$ cat src/hdl/gvsf_pkg.sv
package gvsf_pkg;

  localparam int MAX_WIDTH  = 64;
  localparam int MAX_HEIGHT = 64;
  localparam int PIX_DEPTH  = MAX_WIDTH * MAX_HEIGHT;
  localparam int AW         = $clog2(PIX_DEPTH);
  localparam int DIM_W      = 7;
  localparam int IDX_W      = 6;
  localparam int HSUM_W     = 18;
  localparam int ENERGY_W   = 19;
  localparam int TOTAL_W    = 25;

  // register indexes on the configuration port
  localparam logic CFG_WIDTH  = 1'b0;
  localparam logic CFG_HEIGHT = 1'b1;

  // phase codes inside one energy or walk step
  localparam logic [2:0] PH_0 = 3'd0;
  localparam logic [2:0] PH_1 = 3'd1;
  localparam logic [2:0] PH_2 = 3'd2;
  localparam logic [2:0] PH_3 = 3'd3;
  localparam logic [2:0] PH_4 = 3'd4;

  typedef struct packed {
    logic [DIM_W-1:0] w;
    logic [DIM_W-1:0] h;
  } job_t;

  typedef enum logic [2:0] {
    B_IDLE,
    B_ENERGY,
    B_WALK,
    B_EMIT_RD,
    B_EMIT_WT
  } back_state_t;

  function automatic logic [HSUM_W-1:0] sq_diff(input logic [23:0] a, input logic [23:0] b);
    logic [7:0]        x;
    logic [7:0]        y;
    logic [7:0]        d;
    logic [15:0]       p;
    logic [HSUM_W-1:0] s;
    s = '0;
    for (int i = 0; i < 3; i++) begin
      x = a[8*i +: 8];
      y = b[8*i +: 8];
      d = (x > y) ? x - y : y - x;
      p = d * d;
      s = s + {2'b00, p};
    end
    return s;
  endfunction

  function automatic logic [AW-1:0] pix_addr(input logic [IDX_W-1:0] row,
                                             input logic [IDX_W-1:0] col,
                                             input logic [DIM_W-1:0] w);
    logic [AW:0] t;
    t = AW'(row * w) + {{(AW+1-IDX_W){1'b0}}, col};
    return t[AW-1:0];
  endfunction

endpackage

$ cat src/hdl/gvsf_jobq.sv
module gvsf_jobq
  import gvsf_pkg::*;
(
  input  logic clk,
  input  logic rst,
  input  logic push,
  input  job_t din,
  output logic full,
  input  logic pop,
  output job_t dout,
  output logic empty
);

  job_t       slots [2];
  logic       wp;
  logic       rp;
  logic [1:0] count;

  assign full  = count == 2'd2;
  assign empty = count == 2'd0;
  assign dout  = slots[rp];

  always_ff @(posedge clk) begin
    if (rst) begin
      wp    <= 1'b0;
      rp    <= 1'b0;
      count <= '0;
    end else begin
      if (push && !full) begin
        wp <= ~wp;
      end
      if (pop && !empty) begin
        rp <= ~rp;
      end
      count <= count + 2'((push && !full) ? 1 : 0) - 2'((pop && !empty) ? 1 : 0);
    end
  end

  always_ff @(posedge clk) begin
    if (push && !full) begin
      slots[wp] <= din;
    end
  end

endmodule

$ cat config.mk
export PLATFORM = sky130hd
export DESIGN_NAME = gvsf_jobq
export DESIGN_NICKNAME = d
export VERILOG_FILES = /design/src/hdl/gvsf_pkg.sv /design/src/hdl/gvsf_jobq.sv
export SDC_FILE = /design/constraint.sdc
export NUM_CORES = 1
export LEC_CHECK = 0
export ABC_AREA = 1
export BUFFER_PORTS_ARGS = -buffer_cell sky130_fd_sc_hd__buf_4
export CAP_MARGIN = 20
export CORE_MARGIN = 2
export CORE_UTILIZATION = 45
export CTS_BUF_LIST = sky130_fd_sc_hd__clkbuf_8 sky130_fd_sc_hd__clkbuf_16
export DETAILED_ROUTE_END_ITERATION = 10
export GPL_TIMING_DRIVEN = 0
export HOLD_SLACK_MARGIN = 0.03
export PLACE_DENSITY = 0.7
export SYNTH_ARGS = -nofsm -noshare
export SYNTH_HDL_FRONTEND = slang
export SYNTH_SLANG_ARGS = --single-unit
$ cat constraint.sdc
create_clock -name clk -period 2.95 [get_ports clk]
set_input_delay 0.4425 -clock clk [delete_from_list [all_inputs] [get_ports clk]]
set_output_delay 0.4425 -clock clk [all_outputs]
set_load 0.05 [all_outputs]
==> impl_metrics.csv, run 1 <==
group,metric,value,unit
sta,finalSetupTns,0,ns
setup_path,critPathKind,"reg2out",
synthesis,syn_area,1260,µm²
power_and_ir_drop,sw_frac_of_total,38.7,%
clock_network,clk_pin_slew_worst_paths,0.06,ns
die,start_util,46.5,%
routing,drt-wirelength-per-cell,13.6,µm
final_layout,finalNetCount,143,
die,die_y,56.9,µm
routing,antenna_violating_nets_post_route,0,
sta,skew,0.00619,ns
routing,drt_iter0_drc,10,
die,coreArea,2710,µm²
clock_network,postCtsSetupBuffers,0,
die,die_area,3240,µm²
setup_path,rr_worst_depth,10,
synthesis,synth.ff_latch_count,33,
routing,viasPerCell,4.85,
routing,num_vias,752,
power_and_ir_drop,p_leak,0.000686,µW
sta,tightest_slew,0.543,ns
synthesis,yosysTopAreaCellShare,66.7,%
synthesis,ys_top_cells_by_area,"edfxtp_1, mux2_2, dfxtp_1",
setup_path,cp-end-kind,"output pin",
routing,drc,0,
grt,grt_max_degree,15,
clock_network,cts.path.max_buffers,2,
grt,grt_usage,14.4,%
power_and_ir_drop,ir_worst_vdd,620,µV
synthesis,synth-compound-area-share,0.794,%
sta,min_period,1.91,ns
power_and_ir_drop,clkPwrFrac,19.5,%
synthesis,synth_nets,102,
synthesis,muxShareOfSynthArea,12.5,%
sta,period_share,64.8,%
clock_network,clkSinkCount,33,
grt,grt_remaining_overflow,0,
placed_design,placed_area,1560,µm²
grt,antenna_found_initial,0,
final_layout,n_antenna_cell,0,
placed_design,dpl.hpwl,1.52,mm
synthesis,synthAdderAreaFrac,1.98,%
power_and_ir_drop,seq_power_share,39.7,%
clock_network,numCtsBuffers,5,
synthesis,ys_warn_count,0,
min_path,hold_path.class,"in2reg",
final_layout,areaGrowthSynthToFinish,30.2,%
setup_path,r2r_start,"count[0]",
power_and_ir_drop,combinationalPowerShare,40.8,%
placed_design,portBuffers,33,
synthesis,synth_simple_gate_area_share,6.25,%
sta,hold_violations,0,
sta,max_freq,523,MHz
synthesis,synth_area_per_cell,15.4,µm²
setup_path,r2r-end,"count[1]",
final_layout,finalInstanceArea,1640,µm²
placed_design,gp_congestion,0.682,
die,die_w,56.9,µm
synthesis,synthXorXnorAreaFrac,0,%
setup_path,crit_end,"dout[4]",
routing,drtPass1Iterations,4,
power_and_ir_drop,p_switching,616,µW
power_and_ir_drop,power.internal,977,µW
outcome,outcome,"finished clean",
synthesis,synth_top_family_by_area,"multiplexers",
clock_network,cts-root-buf,"clkbuf_8",
synthesis,yosysSeqAreaShare,74.6,%
grt,first_global_vias,727,
setup_path,arrival,1.47,ns
sta,slew_viol_final,0,
clock_network,cts_resized,0,
placed_design,dp.cells,147,
die,pin_count,34,
clock_network,tritoncts,"built",
synthesis,synthCells,82,
synthesis,ys_types,10,
flow_run,maxCapViolCount,0,
final_layout,post_layout_nonfiller_instances,155,
final_layout,drive_gt1_share,45.2,%
power_and_ir_drop,finalPower,1590,µW
routing,wl,2.11,mm
clock_network,cts_hold_buf,0,
die,rows,19,
setup_path,worst-endpoint-required,2.51,ns
clock_network,clk_latency,0.28,ns
sta,setup_viol,0,
synthesis,synth_top_cell_by_area,"edfxtp_1",
clock_network,htreeDepth,2,
setup_path,cp-start-kind,"register",
grt,grt_pass1_wl,3.34,mm
sta,rsz0062_at_grt,"no",
setup_path,r2r_slack,1.40,ns
power_and_ir_drop,powerDensity,970,nW/µm²
sta,maxSlewHeadroom,63.7,%
setup_path,worst-path-max-fanout,10,
[area by class of cell]
type | count | area, µm²
clock buffer | 5 | 68.8
clock inverter | 3 | 13.8
tap | 31 | 38.8
sequential | 33 | 941
inverter | 10 | 37.5
buffer | 1 | 11.3
multi-input combinational | 38 | 272
timing repair buffer | 34 | 259
fill | 238 | 1070
[worst max-delay path, cell delays in order, from the launching register on]
cell and delay (ns):
dfxtp_1 0.46, buf_6 0.20, mux2_2 0.35, buf_4 0.19
[Yosys cell counts (all sizes together)]
cell / instances
a21oi: 2
nand2: 8
mux2: 14
inv: 10
ha: 2
buf: 1
dfxtp: 5
nor2: 9
edfxtp: 28
nand3: 3
[logic make-up after synthesis]
group	Yosys count
adders and majority gates	2
and+or+nand+nor	20
buffers and inverters	11
DFF	33
muxes	14
AOI/OAI and AO/OA	2
[worst min path at each step]
stage               depth (start not counted)        to  start
floorplan                                   2  register     rp
global placement                            2        rp     rp
detailed placement                          2        wp     wp
CTS                                         2  count[0]    rst
global route                                2  count[0]    rst
finish                                      2  count[0]    rst
[layout by cell type (no fill, tap or decap)]
cell / count
ha_1: 2
buf_6: 2
nand3_1: 3
nor2_1: 9
nand2_1: 8
clkbuf_8: 5
buf_4: 33
mux2_2: 14
inv_1: 11
edfxtp_1: 28
a21oi_1: 2
clkinv_2: 2
dfxtp_1: 5
[metrics by stage]
step	setup WS, ns	hold WS [ns]	utilization, %
after global routing	0.953	0.312	60.6
final	1.04	0.321	60.6
after floorplan	0.925	0.467	-
after detailed placement	1.32	0.505	57.5
after global placement	0.969	0.488	57.1
after CTS	1.01	0.311	60.6
[metal layers]
metal  vias up  global-route usage [%]  part of all wire [%]
li1        366                       -                     -
met1       349                    17.0                    39
met2        32                    21.8                    50
met3         5                    6.58                   8.0
met4         0                    7.97                   2.4
met5         -                       0                     0
[power by group through the flow]
| stage | logic (µW) | registers [µW] | clock network (µW) |
|---|---|---|---|
| after global placement | 635 | 637 | 0 |
| after detailed placement | 654 | 642 | 0 |
| after global routing | 694 | 639 | 346 |
| after CTS | 656 | 632 | 323 |
| after floorplan | 476 | 631 | 0 |
| final | 650 | 631 | 311 |
[state kept, by name, summed over array words and instances, names as in the netlist, named ones only]
register,flops
wp,1
count,2
rp,1
slots,28
No activity file was read; power rests on OpenSTA's default activity.
==> inputs of run 2 (changes only) <==
==> constraint.sdc (replaced) <==
create_clock -name clk -period 1.9 [get_ports clk]
set_input_delay 0.285 -clock clk [delete_from_list [all_inputs] [get_ports clk]]
set_output_delay 0.285 -clock clk [all_outputs]
set_load 0.05 [all_outputs]
==> impl_metrics.csv, run 2 (synthesis results as in run 1) <==
group,metric,value,unit
placed_design,dpl.hpwl,1.38,mm
setup_path,arrival,1.44,ns
sta,hold_violations,0,
setup_path,rr_worst_depth,5,
grt,grt_pass1_wl,3.07,mm
clock_network,cts-root-buf,"clkbuf_8",
clock_network,cts_resized,0,
placed_design,dp_slack,0.179,ns
sta,period_share,90.8,%
setup_path,r2r_start,"count[0]",
clock_network,tritoncts,"built",
clock_network,clk_pin_slew_worst_paths,0.06,ns
clock_network,htreeDepth,2,
final_layout,n_antenna_cell,0,
sta,tightest_slew,0.664,ns
sta,max_freq,580,MHz
setup_path,r2r-end,"slots[0][9]",
sta,setup_viol,0,
die,die_w,56.9,µm
grt,grt_util_met2,20.5,%
routing,num_vias,736,
clock_network,cts_hold_buf,0,
final_layout,multi_input_area,274,µm²
final_layout,finalNetCount,143,
final_layout,regMostFlops,"slots",
sta,maxSlewHeadroom,55.6,%
power_and_ir_drop,powerDensity,1500,nW/µm²
routing,drt-wirelength-per-cell,12.4,µm
setup_path,cp-start-kind,"register",
final_layout,reg_top3,"slots (28), count (2)",
routing,antenna_violating_nets_post_route,0,
die,start_util,46.5,%
power_and_ir_drop,p_leak,0.000687,µW
final_layout,post_layout_nonfiller_instances,155,
sta,slew_viol_final,0,
die,die_area,3240,µm²
grt,grt_remaining_overflow,0,
routing,drtPass1Iterations,4,
setup_path,worst-endpoint-required,1.62,ns
placed_design,gp_congestion,0.671,
flow_run,maxCapViolCount,0,
clock_network,clkSinkCount,33,
routing,drt_iter0_drc,24,
setup_path,critPathKind,"reg2out",
min_path,worstHoldStart,"rst",
sta,rsz0062_at_grt,"no",
routing,drc,0,
die,rows,19,
grt,globalRouteMet1Util,15.0,%
grt,use_met3,7.26,%
sta,setup_ws,0.175,ns
placed_design,portBuffers,33,
final_layout,drive_gt1_share,46.0,%
routing,viasPerCell,4.75,
sta,skew,0.00201,ns
die,die_y,56.9,µm
final_layout,layout_common_cells,"buf_4, edfxtp_1, mux2_2, inv_1",
min_path,hold_end,"count[0]",
die,coreArea,2710,µm²
die,pin_count,34,
final_layout,final_common_cell,"buf_4",
grt,grt_usage,13.1,%
final_layout,seqCellArea,941,µm²
clock_network,clk_latency,0.27,ns
clock_network,numCtsBuffers,5,
clock_network,cts.path.max_buffers,2,
grt,grt_max_degree,15,
grt,first_global_vias,725,
setup_path,worst-path-max-fanout,10,
clock_network,postCtsSetupBuffers,0,
final_layout,areaGrowthSynthToFinish,30.4,%
outcome,outcome,"finished clean",
setup_path,r2r_slack,0.19,ns
final_layout,largest_register_ffs,28,
grt,antenna_found_initial,0,
final_layout,fillers,215,
grt,top_usage_layer,"met2",
routing,wl,1.92,mm
setup_path,cp-end-kind,"output pin",
power_and_ir_drop,ir_worst_vdd,964,µV
min_path,worstHoldPathCells,2,
sta,min_period,1.73,ns
min_path,hold_path.class,"in2reg",
placed_design,dp.cells,147,
sta,finalSetupTns,0,ns
run 2: worst max-delay path: stages, from the launching register on:
cell	delay [ns]
dfxtp_1	0.44
buf_6	0.19
mux2_2	0.35
buf_4	0.19
run 2: worst max-delay path by stage:
stage	start	end	slack, ns	cells after the start
6_report	register	dout[5]	0.17	3
5_1_grt	count[0]	slots[0][9]	0.02	5
4_1_cts	register	dout[5]	0.14	3
3_5_place_dp	count[0]	slots[0][9]	0.18	5
3_3_place_gp	count[0]	slots[0][8]	-0.06	4
2_1_floorplan	count[1]	count[1]	0.13	9
run 2: per-layer routing:
layer,up-vias,share of wire (%)
met4,0,1.2
met3,2,8.7
li1,367,-
met2,24,48
met5,-,0
met1,343,42
run 2: per-stage QoR:
step	power (µW)	utilization, %	area, µm²	hold WS (ns)
after detailed placement	2020	57.6	1560	0.453
final	2470	60.7	1640	0.164
after global placement	1980	57.2	1550	0.452
after floorplan	1720	-	1260	0.356
after CTS	2500	60.7	1640	0.157
after global routing	2610	60.7	1640	0.159
run 2: power breakdown:
group	switching (µW)	internal [µW]
combinational	662	347
sequential	54.5	927
clock	231	248
run 2: layout make-up:
type	count	share of cell area [%]
inverters	10	2.28
clock inverters	3	0.837
clock buffers	5	4.19
flip-flops and latches	33	57.2
plain buffers	1	0.685
repair buffers	34	15.8
multi-input cells	38	16.7
well taps	31	2.36
==> inputs of run 3 (changes only) <==
--- a/config.mk
+++ b/config.mk
@@ -14,7 +14,8 @@
 export DETAILED_ROUTE_END_ITERATION = 10
 export GPL_TIMING_DRIVEN = 0
 export HOLD_SLACK_MARGIN = 0.03
-export PLACE_DENSITY = 0.7
+export PLACE_DENSITY_LB_ADDON = 0.15
+export SETUP_SLACK_MARGIN = 0.4
 export SYNTH_ARGS = -nofsm -noshare
 export SYNTH_HDL_FRONTEND = slang
 export SYNTH_SLANG_ARGS = --single-unit
==> impl_metrics.csv, run 3 (synthesis results as in run 1) <==
group,metric,value,unit
outcome,outcome,"finished clean",
die,die_area,3240,µm²
final_layout,layout_common_cells,"edfxtp_1, buf_4, buf_8, mux2_4, inv_1",
die,die_y,56.9,µm
final_layout,final_common_cell,"edfxtp_1",
routing,drtPass1Iterations,4,
die,rows,19,
sta,min_period,1.56,ns
sta,maxSlewHeadroom,61.1,%
setup_path,r2r_slack,0.37,ns
routing,viasPerCell,4.97,
flow_run,maxCapViolCount,0,
sta,slew_viol_final,0,
placed_design,gp_congestion,0.653,
die,pin_count,34,
routing,num_vias,786,
routing,drt-wirelength-per-cell,15.3,µm
grt,grt_pass1_wl,3.64,mm
final_layout,largest_register_ffs,28,
clock_network,htreeDepth,2,
setup_path,crit_end,"dout[5]",
power_and_ir_drop,powerDensity,1580,nW/µm²
min_path,worstHoldPathCells,2,
setup_path,cp-end-kind,"output pin",
clock_network,tritoncts,"built",
final_layout,drive_gt1_share,55.9,%
setup_path,crit_path_top_delay_cell,"dfxtp_4",
final_layout,areaGrowthSynthToFinish,52.1,%
sta,setup_ws,0.343,ns
die,coreArea,2710,µm²
routing,drc,0,
setup_path,critPathMaxStageDelay,0.39,ns
final_layout,regMostFlops,"slots",
final_layout,post-route-util,70.8,%
final_layout,finalInstanceArea,1920,µm²
clock_network,clk_latency,0.28,ns
die,start_util,46.5,%
setup_path,cp-start-kind,"register",
sta,hold_violations,0,
clock_network,numCtsBuffers,5,
sta,max_freq,642,MHz
routing,wl,2.42,mm
sta,tightest_slew,0.583,ns
clock_network,clkSinkCount,33,
setup_path,r2r-end,"count[1]",
grt,antenna_found_initial,0,
setup_path,r2r_start,"count[0]",
setup_path,worst-endpoint-required,1.62,ns
placed_design,dpl.hpwl,1.50,mm
clock_network,cts-root-buf,"clkbuf_8",
final_layout,n_antenna_cell,0,
sta,skew,0.00325,ns
setup_path,critPathKind,"reg2out",
die,die_w,56.9,µm
clock_network,cts_hold_buf,0,
power_and_ir_drop,ir_worst_vdd,1200,µV
setup_path,arrival,1.27,ns
final_layout,finalNetCount,146,
setup_path,crit_top_cell,"buf_8",
clock_network,cts.path.max_buffers,2,
routing,drt_iter0_drc,14,
placed_design,portBuffers,33,
placed_design,placed_area,1560,µm²
placed_design,dp_slack,0.238,ns
setup_path,rr_worst_depth,10,
sta,period_share,82.0,%
setup_path,worst-path-max-fanout,5,
final_layout,reg_top3,"slots (28), count (2)",
min_path,hold_path.class,"in2reg",
sta,rsz0062_at_grt,"yes",
grt,grt_usage,16.1,%
sta,finalSetupTns,0,ns
routing,antenna_violating_nets_post_route,0,
clock_network,clk_pin_slew_worst_paths,0.06,ns
grt,first_global_vias,819,
power_and_ir_drop,p_leak,0.000814,µW
grt,grt_remaining_overflow,0,
power_and_ir_drop,finalPower,3020,µW
setup_path,crit_chain,"buf_8 > mux2_4 > buf_8",
sta,setup_viol,0,
grt,grt_max_degree,15,
## run 3: cell types whose count changed in the layout (fill, tap and decap cells not counted), sizes merged
cell / delta
clkinv: -1
bufinv: +1
buf: +3
## run 3: worst max-delay path, delay by kind of cell, from the launching register on
kind / cells / cell delay, ns
DFF: 1 / 0.39
muxes: 1 / 0.31
buffers and inverters: 2 / 0.29
## run 3: cell type report
cell class	instances	area, µm²
buffer	1	15.0
clock buffer	5	68.8
clock inverter	3	37.5
fill	195	792
inverter	10	37.5
multi-input combinational	38	368
sequential	33	946
tap	31	38.8
timing repair buffer	37	407
## run 3: repair_timing
item | CTS | global route
pin swaps | 1 | 6
endpoints found under the setup margin | 43 | 27
buffers inserted | 2 | 1
resized for setup | 36 | 23
gates cloned | 1 | 0
## run 3: metal layers
| metal | part of all wire, % | GRT usage [%] | wire length [µm] | up-vias |
|---|---|---|---|---|
| li1 | - | - | - | 375 |
| met1 | 37 | 15.9 | 890 | 385 |
| met2 | 56 | 28.9 | 1360 | 22 |
| met3 | 5.2 | 7.48 | 126 | 4 |
| met4 | 1.6 | 6.98 | 38 | 0 |
| met5 | 0 | 0 | 0 | - |
## run 3: worst min-delay path by stage
stage               start  endpoint  slack, ns
CTS                   rst  count[0]       0.14
floorplan             rst  count[0]       0.36
global placement      rst  count[0]       0.45
global route          rst  count[0]       0.14
finish                rst  count[0]       0.15
detailed placement    rst  count[0]       0.45
## run 3: report_power, final
group / switching, µW / total, µW / leakage, µW / internal [µW]
clock network: 237 / 619 / 0.0000570 / 381
logic: 779 / 1400 / 0.000453 / 623
registers: 69.0 / 1000 / 0.000304 / 934
## run 3: per-stage QoR
stage | hold slack, ns | instances
floorplan | 0.356 | 82
CTS | 0.142 | 157
global route | 0.144 | 158
detailed placement | 0.455 | 146
finish | 0.152 | 158
global placement | 0.451 | 146
